### config.mk
export PLATFORM = sky130hd
export DESIGN_NAME = system_tick_with_periodic_timers
export DESIGN_NICKNAME = d
export VERILOG_FILES = /design/src/hdl/stt_pkg.sv /design/src/hdl/stt_timebase.sv /design/src/hdl/stt_timer_bank.sv /design/src/hdl/system_tick_with_periodic_timers.sv
export SDC_FILE = /design/constraint.sdc
export NUM_CORES = 2
export LEC_CHECK = 0
export BUFFER_PORTS_ARGS = -buffer_cell sky130_fd_sc_hd__buf_2
export CAP_MARGIN = 10
export CORE_MARGIN = 10
export CORE_UTILIZATION = 35
export CTS_BUF_LIST = sky130_fd_sc_hd__clkbuf_4 sky130_fd_sc_hd__clkbuf_8
export CTS_CLUSTER_SIZE = 14
export DETAILED_ROUTE_END_ITERATION = 7
export GPL_ROUTABILITY_DRIVEN = 0
export GPL_TIMING_DRIVEN = 0
export PLACE_DENSITY_LB_ADDON = 0.08
export SKIP_LAST_GASP = 1
export SLEW_MARGIN = 20
export SYNTH_ARGS = -nofsm -noshare
export SYNTH_HDL_FRONTEND = slang
export SYNTH_HIERARCHICAL = 1
export SYNTH_SLANG_ARGS = --single-unit
export TNS_END_PERCENT = 5
### constraint.sdc
create_clock -name clk -period 6.15 [get_ports clk]
set_input_delay 0 -clock clk [delete_from_list [all_inputs] [get_ports clk]]
set_output_delay 0 -clock clk [all_outputs]
set_load 0.02 [all_outputs]
### src/hdl/stt_pkg.sv
`timescale 1ns / 1ps

package stt_pkg;

    // Field widths fixed by the item format
    localparam int CNT_W  = 32;
    localparam int IDX_W  = 3;
    localparam int MASK_W = 8;
    localparam int OP_W   = 2;

    // Configuration port
    localparam int PADDR_W = 3;
    localparam int PDATA_W = 32;

    typedef logic [OP_W-1:0] op_t;

    // Item operations
    localparam op_t OP_TICK   = 2'd0;
    localparam op_t OP_ARM    = 2'd1;
    localparam op_t OP_DISARM = 2'd2;
    localparam op_t OP_ACK    = 2'd3;

    // Register select (paddr bit 2)
    localparam logic REG_CPS = 1'b0;
    localparam logic REG_CPT = 1'b1;

    localparam logic [CNT_W-1:0] CPS_RESET = 32'd72000000;
    localparam logic [CNT_W-1:0] CPT_RESET = 32'd140625;

    // One item being processed this cycle
    typedef struct packed {
        logic             go;
        op_t              op;
        logic [IDX_W-1:0] idx;
        logic [CNT_W-1:0] dur;
    } step_t;

endpackage

### src/hdl/stt_timebase.sv
`timescale 1ns / 1ps

module stt_timebase (
    input  logic                  clk,
    input  logic                  rst_n,
    input  stt_pkg::step_t        step,
    input  logic [stt_pkg::CNT_W-1:0] cps,
    input  logic [stt_pkg::CNT_W-1:0] cpt,
    output logic [stt_pkg::CNT_W-1:0] ticks_next,
    output logic [stt_pkg::CNT_W-1:0] seconds_next
);
    import stt_pkg::*;

    logic [CNT_W-1:0] ticks_reg;
    logic [CNT_W-1:0] rem_reg;
    logic [CNT_W-1:0] sec_reg;
    logic [CNT_W-1:0] rem_next;
    logic [CNT_W-1:0] rem_sum;
    logic             is_tick;
    logic             roll;

    // Tick count and seconds remainder update
    always_comb
    begin
        is_tick      = step.go && (step.op == OP_TICK);
        rem_sum      = rem_reg + cpt;
        roll         = (rem_sum >= cps);
        ticks_next   = ticks_reg;
        rem_next     = rem_reg;
        seconds_next = sec_reg;
        if (is_tick)
        begin
            ticks_next = ticks_reg + 32'd1;
            if (roll)
            begin
                rem_next     = rem_sum - cps;
                seconds_next = sec_reg + 32'd1;
            end
            else
            begin
                rem_next = rem_sum;
            end
        end
    end

    always_ff @(posedge clk or negedge rst_n)
    begin
        if (!rst_n)
        begin
            ticks_reg <= '0;
            rem_reg   <= '0;
            sec_reg   <= '0;
        end
        else
        begin
            ticks_reg <= ticks_next;
            rem_reg   <= rem_next;
            sec_reg   <= seconds_next;
        end
    end

endmodule

### src/hdl/stt_timer_bank.sv
`timescale 1ns / 1ps

module stt_timer_bank #(
    parameter int NUM_TIMERS = 8
) (
    input  logic                       clk,
    input  logic                       rst_n,
    input  stt_pkg::step_t             step,
    input  logic [stt_pkg::CNT_W-1:0]  ticks_next,
    output logic [stt_pkg::MASK_W-1:0] fired_mask,
    output logic [stt_pkg::MASK_W-1:0] elapsed_mask
);
    import stt_pkg::*;

    logic [NUM_TIMERS-1:0] armed_reg;
    logic [NUM_TIMERS-1:0] armed_next;
    logic [NUM_TIMERS-1:0] elapsed_reg;
    logic [NUM_TIMERS-1:0] elapsed_next;
    logic [NUM_TIMERS-1:0] fired;
    logic [CNT_W-1:0]      period_reg   [NUM_TIMERS];
    logic [CNT_W-1:0]      period_next  [NUM_TIMERS];
    logic [CNT_W-1:0]      deadline_reg [NUM_TIMERS];
    logic [CNT_W-1:0]      deadline_next[NUM_TIMERS];

    // Per-timer update, all timers side by side
    always_comb
    begin
        for (int k = 0; k < NUM_TIMERS; k++)
        begin
            armed_next[k]    = armed_reg[k];
            elapsed_next[k]  = elapsed_reg[k];
            period_next[k]   = period_reg[k];
            deadline_next[k] = deadline_reg[k];
            fired[k]         = 1'b0;
            if (step.go)
            begin
                if (step.op == OP_TICK)
                begin
                    // ticks_next is the count after this tick
                    if (armed_reg[k] && (ticks_next >= deadline_reg[k]))
                    begin
                        deadline_next[k] = deadline_reg[k] + period_reg[k];
                        elapsed_next[k]  = 1'b1;
                        fired[k]         = 1'b1;
                    end
                end
                else if (int'(step.idx) == k)
                begin
                    unique case (step.op)
                        OP_ARM:
                        begin
                            armed_next[k]    = 1'b1;
                            period_next[k]   = step.dur;
                            deadline_next[k] = ticks_next + step.dur;
                            elapsed_next[k]  = 1'b0;
                        end
                        OP_DISARM:
                        begin
                            armed_next[k]   = 1'b0;
                            elapsed_next[k] = 1'b0;
                        end
                        default:
                        begin
                            elapsed_next[k] = 1'b0;
                        end
                    endcase
                end
            end
        end
    end

    always_ff @(posedge clk or negedge rst_n)
    begin
        if (!rst_n)
        begin
            armed_reg   <= '0;
            elapsed_reg <= '0;
            for (int k = 0; k < NUM_TIMERS; k++)
            begin
                period_reg[k]   <= '0;
                deadline_reg[k] <= '0;
            end
        end
        else
        begin
            armed_reg   <= armed_next;
            elapsed_reg <= elapsed_next;
            for (int k = 0; k < NUM_TIMERS; k++)
            begin
                period_reg[k]   <= period_next[k];
                deadline_reg[k] <= deadline_next[k];
            end
        end
    end

    // Only the low timers show in the masks
    generate
        for (genvar m = 0; m < MASK_W; m++)
        begin : g_mask
            if (m < NUM_TIMERS)
            begin : g_on
                assign fired_mask[m]   = fired[m];
                assign elapsed_mask[m] = elapsed_next[m];
            end
            else
            begin : g_off
                assign fired_mask[m]   = 1'b0;
                assign elapsed_mask[m] = 1'b0;
            end
        end
    endgenerate

endmodule

### src/hdl/system_tick_with_periodic_timers.sv
`timescale 1ns / 1ps
// An item passes the input register and then the result register before out_valid rises.
// Throughput: one item per cycle while out_ready is high; all counters and the timer comparators update in one pass.
// Output stalls back up through the result register into the input register.
// Reset (rst_n low, asynchronous): counts, remainder and seconds clear, all timers disarmed
// and acknowledged, cycles_per_second = 72000000, cycles_per_tick = 140625.

module system_tick_with_periodic_timers #(
    parameter int NUM_TIMERS = 8
) (
    input  logic                         clk,
    input  logic                         rst_n,
    // Configuration port
    input  logic                         psel,
    input  logic                         penable,
    input  logic                         pwrite,
    input  logic [stt_pkg::PADDR_W-1:0]  paddr,
    input  logic [stt_pkg::PDATA_W-1:0]  pwdata,
    output logic [stt_pkg::PDATA_W-1:0]  prdata,
    output logic                         pready,
    // Item input
    input  logic                         in_valid,
    output logic                         in_ready,
    input  logic [stt_pkg::OP_W-1:0]     op,
    input  logic [stt_pkg::IDX_W-1:0]    timer_index,
    input  logic [stt_pkg::CNT_W-1:0]    duration,
    // Result output
    output logic                         out_valid,
    input  logic                         out_ready,
    output logic [stt_pkg::CNT_W-1:0]    tick_count,
    output logic [stt_pkg::CNT_W-1:0]    seconds,
    output logic [stt_pkg::MASK_W-1:0]   fired_mask,
    output logic [stt_pkg::MASK_W-1:0]   elapsed_mask
);
    import stt_pkg::*;

    logic [CNT_W-1:0]  cps_reg;
    logic [CNT_W-1:0]  cpt_reg;
    logic              in_vld_reg;
    op_t               op_reg;
    logic [IDX_W-1:0]  idx_reg;
    logic [CNT_W-1:0]  dur_reg;
    logic              out_vld_reg;
    logic [CNT_W-1:0]  tick_reg;
    logic [CNT_W-1:0]  sec_reg;
    logic [MASK_W-1:0] fired_reg;
    logic [MASK_W-1:0] elapsed_reg;
    logic              advance;
    logic              cfg_wr;
    step_t             step;
    logic [CNT_W-1:0]  ticks_next;
    logic [CNT_W-1:0]  seconds_next;
    logic [MASK_W-1:0] fired_next;
    logic [MASK_W-1:0] elapsed_next;

    // Configuration registers
    assign pready = 1'b1;
    assign cfg_wr = psel && penable && pwrite && pready;

    always_ff @(posedge clk or negedge rst_n)
    begin
        if (!rst_n)
        begin
            cps_reg <= CPS_RESET;
            cpt_reg <= CPT_RESET;
        end
        else if (cfg_wr)
        begin
            if (paddr[2] == REG_CPS)
                cps_reg <= pwdata;
            else
                cpt_reg <= pwdata;
        end
    end

    assign prdata = (paddr[2] == REG_CPT) ? cpt_reg : cps_reg;

    // Input register stage
    assign advance  = in_vld_reg && (!out_vld_reg || out_ready);
    assign in_ready = !in_vld_reg || advance;

    always_ff @(posedge clk or negedge rst_n)
    begin
        if (!rst_n)
            in_vld_reg <= 1'b0;
        else if (in_ready)
            in_vld_reg <= in_valid;
    end

    always_ff @(posedge clk)
    begin
        if (in_valid && in_ready)
        begin
            op_reg  <= op;
            idx_reg <= timer_index;
            dur_reg <= duration;
        end
    end

    assign step.go  = advance;
    assign step.op  = op_reg;
    assign step.idx = idx_reg;
    assign step.dur = dur_reg;

    stt_timebase u_timebase (
        .clk          (clk),
        .rst_n        (rst_n),
        .step         (step),
        .cps          (cps_reg),
        .cpt          (cpt_reg),
        .ticks_next   (ticks_next),
        .seconds_next (seconds_next)
    );

    stt_timer_bank #(
        .NUM_TIMERS (NUM_TIMERS)
    ) u_timer_bank (
        .clk          (clk),
        .rst_n        (rst_n),
        .step         (step),
        .ticks_next   (ticks_next),
        .fired_mask   (fired_next),
        .elapsed_mask (elapsed_next)
    );

    // Result register
    always_ff @(posedge clk or negedge rst_n)
    begin
        if (!rst_n)
        begin
            out_vld_reg <= 1'b0;
            tick_reg    <= '0;
            sec_reg     <= '0;
            fired_reg   <= '0;
            elapsed_reg <= '0;
        end
        else
        begin
            if (advance)
            begin
                out_vld_reg <= 1'b1;
                tick_reg    <= ticks_next;
                sec_reg     <= seconds_next;
                fired_reg   <= fired_next;
                elapsed_reg <= elapsed_next;
            end
            else if (out_ready)
            begin
                out_vld_reg <= 1'b0;
            end
        end
    end

    assign out_valid    = out_vld_reg;
    assign tick_count   = tick_reg;
    assign seconds      = sec_reg;
    assign fired_mask   = fired_reg;
    assign elapsed_mask = elapsed_reg;

    // Only a tick transfer can fire timers
    a_fire_only_on_tick: assert property (@(posedge clk) disable iff (!rst_n)
        (advance && (op_reg != OP_TICK)) |=> (fired_mask == '0))
        else $error("timer fired on a non-tick transfer");

    // A tick advances the count by exactly one
    a_tick_step: assert property (@(posedge clk) disable iff (!rst_n)
        (advance && (op_reg == OP_TICK)) |=> (tick_count == 32'($past(tick_count) + 32'd1)))
        else $error("tick count did not advance by one");

    // A timer that fired is also marked elapsed
    a_fired_elapsed: assert property (@(posedge clk) disable iff (!rst_n)
        out_vld_reg |-> ((fired_mask & ~elapsed_mask) == '0))
        else $error("fired timer not marked elapsed");

endmodule
==> impl_metrics.env <==
export IMPL_status="complete, but fails checks"
export IMPL_violations="negative setup slack"
export IMPL_ant_nets=0
export IMPL_synth_cells=5672
export IMPL_vias=46930
export IMPL_cts_sinks=807
export IMPL_fin_area_um2=66240
export IMPL_cp_num_buf_inv=6
export IMPL_yosysSeqAreaShare_pct=36.81
export IMPL_p_leak_uw=0.03298
export IMPL_muxShareOfSynthArea_pct=9.587
export IMPL_first_iter_violations=3193
export IMPL_timing_fmax_ghz=0.1590
export IMPL_crit_path_start_kind="flop"
export IMPL_cts_max_path_buffers=3
export IMPL_hold_ws_ns=0.1566
export IMPL_synth_flop_cell="dfrtp_1"
export IMPL_clkSlewWorstSetupHoldPaths_ns=0.06
export IMPL_synth_distinct_cells=107
export IMPL_syn_area_per_cell_um2=9.770
export IMPL_h_tree_depth=4
export IMPL_rsz0062_at_grt="yes"
export IMPL_synth_xor_area_share_pct=5.421
export IMPL_min_from="in_valid"
export IMPL_synthSimpleGateAreaFrac_pct=10.15
export IMPL_antenna_found_initial=20
export IMPL_dp_hpwl_um=161200
export IMPL_first_pass_iters=8
export IMPL_synth_area_leaders="dfrtp_1 34%, ha_1 14%, mux2_2 8.0%, a21oi_1 5.5%, xnor2_1 3.6%"
export IMPL_synth_seq_cells=807
export IMPL_cp_end_kind="flop"
export IMPL_clock_skew_ns=0.06538
export IMPL_routedWlPerCell_um=25.09
export IMPL_critPathRequiredTime_ns=6.99
export IMPL_netlist_area_leader_share_pct=34.14
export IMPL_grt_pass1_vias=47360
export IMPL_cellPowerDensity_nw_per_um2=411.1
export IMPL_min_path_type="in -> reg"
export IMPL_cts_tree="done"
export IMPL_cts_root_buf="clkbuf_8"
export IMPL_slowest_stage="nor2_1"
export IMPL_netlist_area_um2=55420
export IMPL_setup_ws_ns=-0.1390
export IMPL_fin_nets=6960
export IMPL_yosys_warnings=6
export IMPL_fin_crit_sh_pct=102.3
export IMPL_io_buffers=189
export IMPL_finalSetupTns_ns=-0.1390
export IMPL_rrSetupSlack_ns=-0.14
export IMPL_grt_max_degree=127
export IMPL_whs_path_depth=3
export IMPL_drv_cap=0
export IMPL_worst_pin_slew_ns=1.229
export IMPL_die_y_um=417.9
export IMPL_cp_cell_sequence="nand2b_4, nand2_8, buf_4, inv_2, and2_4, nand3_2, nor4_4, buf_6, and3_4, nor2b_4, nand3_1, xnor2_2, buf_6, buf_6, ha_1, nand4_1, or3_1, a2111oi_0, a311o_1, nor2_1, inv_1, mux2_2"
export IMPL_viasPerCell=5.542
export IMPL_finalHoldViolCount=0
export IMPL_grt_overflow_total=0
export IMPL_ff2ff_path_depth=22
export IMPL_drive_gt1_share_pct=19.48
export IMPL_r2r_start="out_valid$_DFFE_PN0P_"
export IMPL_placed_area_um2=60600
export IMPL_synth_adder_area_share_pct=14.01
export IMPL_yosysMostFrequentCell="dfrtp_1"
export IMPL_cts_buffers=162
export IMPL_ys_top_cells_by_count="756 x dfrtp_1, 609 x a21oi_1, 603 x ha_1"
export IMPL_synth_edf_count=37
export IMPL_p_total_uw=27230
export IMPL_insertion_delay_ns=0.97
export IMPL_synth_top_family_by_area="compound AO/OA/AOI/OAI gates"
export IMPL_min_period_ns=6.289
export IMPL_cp_common_cell="buf_6"
export IMPL_path_max_fanout=10
export IMPL_cp_arrival_ns=7.13
export IMPL_grt_usage_pct=23.75
export IMPL_initial_utilization_pct=35.35
export IMPL_final_cells=8468
export IMPL_postSynth_asyncResetShare_pct=95.42
export IMPL_synth_top_area_cell="dfrtp_1"
export IMPL_io_pins=194
export IMPL_worst_path_dominant_cell_family="simple AND/OR/NAND/NOR gates"
export IMPL_slew_headroom_pct=18.09
export IMPL_die_area_um2=174600
export IMPL_dpl_cell_count=7996
export IMPL_grt_first_pass_wirelength_um=311700
export IMPL_syn2layout_area_growth_pct=19.53
export IMPL_syn_nets=6365
export IMPL_slew_violations=0
export IMPL_setup_violations=1
export IMPL_core_area_um2=156800
export IMPL_fp_dieW_um=417.9
export IMPL_timing_rr_end="fired_mask[7]$_DFFE_PN0P_"
export IMPL_drc=0
export IMPL_critPathMaxStageDelay_ns=0.78
export IMPL_ir_drop_uv=236.5
export IMPL_route_final_wire_length_um=212400
export IMPL_synth_compound_area_share_pct=19.89
export IMPL_row_count=145
export IMPL_critPathKind="reg -> reg"
export IMPL_hold_path_end="dur_reg[2]$_DFFE_PP_"
## layout make-up
| type | count | area [µm²] |
|---|---|---|
| fillers | 15420 | 90510 |
| multi-input cells | 4282 | 33460 |
| flip-flops and latches | 807 | 20400 |
| repair buffers | 436 | 3861 |
| clock buffers | 257 | 3231 |
| well taps | 2058 | 2575 |
| inverters | 393 | 1475 |
| plain buffers | 185 | 854.6 |
| clock inverters | 36 | 346.6 |
| diodes | 14 | 35.03 |
## where the power goes
group	total, µW	internal (µW)	leakage (µW)	switching, µW
registers	7110	6340	0.00972	773
clock network	6180	3420	0.00191	2770
logic	13900	5850	0.0214	8090
## logic make-up after synthesis
logic type | Yosys count
flops | 807
buf+inv | 583
other cells | 1
mux | 466
fa+ha+maj | 614
simple gates | 1131
compound gates | 1730
xor+xnor | 340
## worst register-to-register path: cells and delay by family (launching register included)
kind                     cells  cell delay, ns
multiplexers                 1            0.39
buffers and inverters        6            1.42
AND/OR/NAND/NOR             11            2.79
adder cells (fa/ha/maj)      1            0.26
AO/OA/AOI/OAI                2            0.58
XOR/XNOR                     1            0.36
flip-flops                   1            0.42
## through the flow
stage,util [%],setup slack (ns)
after floorplan,-,0.4678
after global placement,37.60,-13.13
after detailed placement,38.66,-3.156
after CTS,42.17,-0.1558
after global routing,42.24,-0.2010
final,42.26,-0.1390
## worst max path at each step
| stage | depth (start not counted) | end | from |
|---|---|---|---|
| final | 22 | fired_mask[7]$_DFFE_PN0P_ | out_valid$_DFFE_PN0P_ |
| after global routing | 22 | fired_mask[7]$_DFFE_PN0P_ | out_valid$_DFFE_PN0P_ |
| after CTS | 23 | seconds[25]$_DFFE_PN0P_ | cpt_reg[4]$_DFFE_PN1P_ |
| after detailed placement | 25 | u_timer_bank/deadline_reg[120]$_DFFE_PN0P_ | out_valid$_DFFE_PN0P_ |
| after global placement | 1 | u_timer_bank/deadline_reg[52]$_DFFE_PN0P_ | rst_n |
| after floorplan | 23 | u_timer_bank/deadline_reg[113]$_DFFE_PN0P_ | out_valid$_DFFE_PN0P_ |
## cells in the final DEF, fill, tap and decap left out, drive strengths merged, types with 106 or more instances in the layout
cell type,synthesis,final
dlygate4sd3,0,155
mux2,428,428
a21oi,612,612
inv,393,403
dfrtp,756,756
xor2,111,111
ha,603,603
o21ai,289,289
nor2,265,265
nand3,106,106
xnor2,229,229
a21o,249,249
a211oi,194,194
buf,57,333
clkbuf,133,389
nand2,280,280
## routing by layer
layer / wire [µm] / GRT usage (%) / vias up / part of all wire (%)
met3: 10050 / 3.387 / 392 / 4.7
met5: 0 / 0 / - / 0
li1: - / - / 22050 / -
met4: 8761 / 9.200 / 0 / 4.1
met1: 94250 / 30.86 / 23220 / 44
met2: 99360 / 39.74 / 1269 / 47
## repair_timing
| action | in CTS | in global routing |
|---|---|---|
| pin swaps | 12 | 4 |
| setup endpoints to repair | 312 | 289 |
| cloned | 0 | 0 |
| setup buffers | 10 | 3 |
| endpoints found under the hold margin | 646 | 0 |
| resized for setup | 63 | 35 |
| hold buffers | 156 | 0 |
No activity file was read; power rests on OpenSTA's default activity.
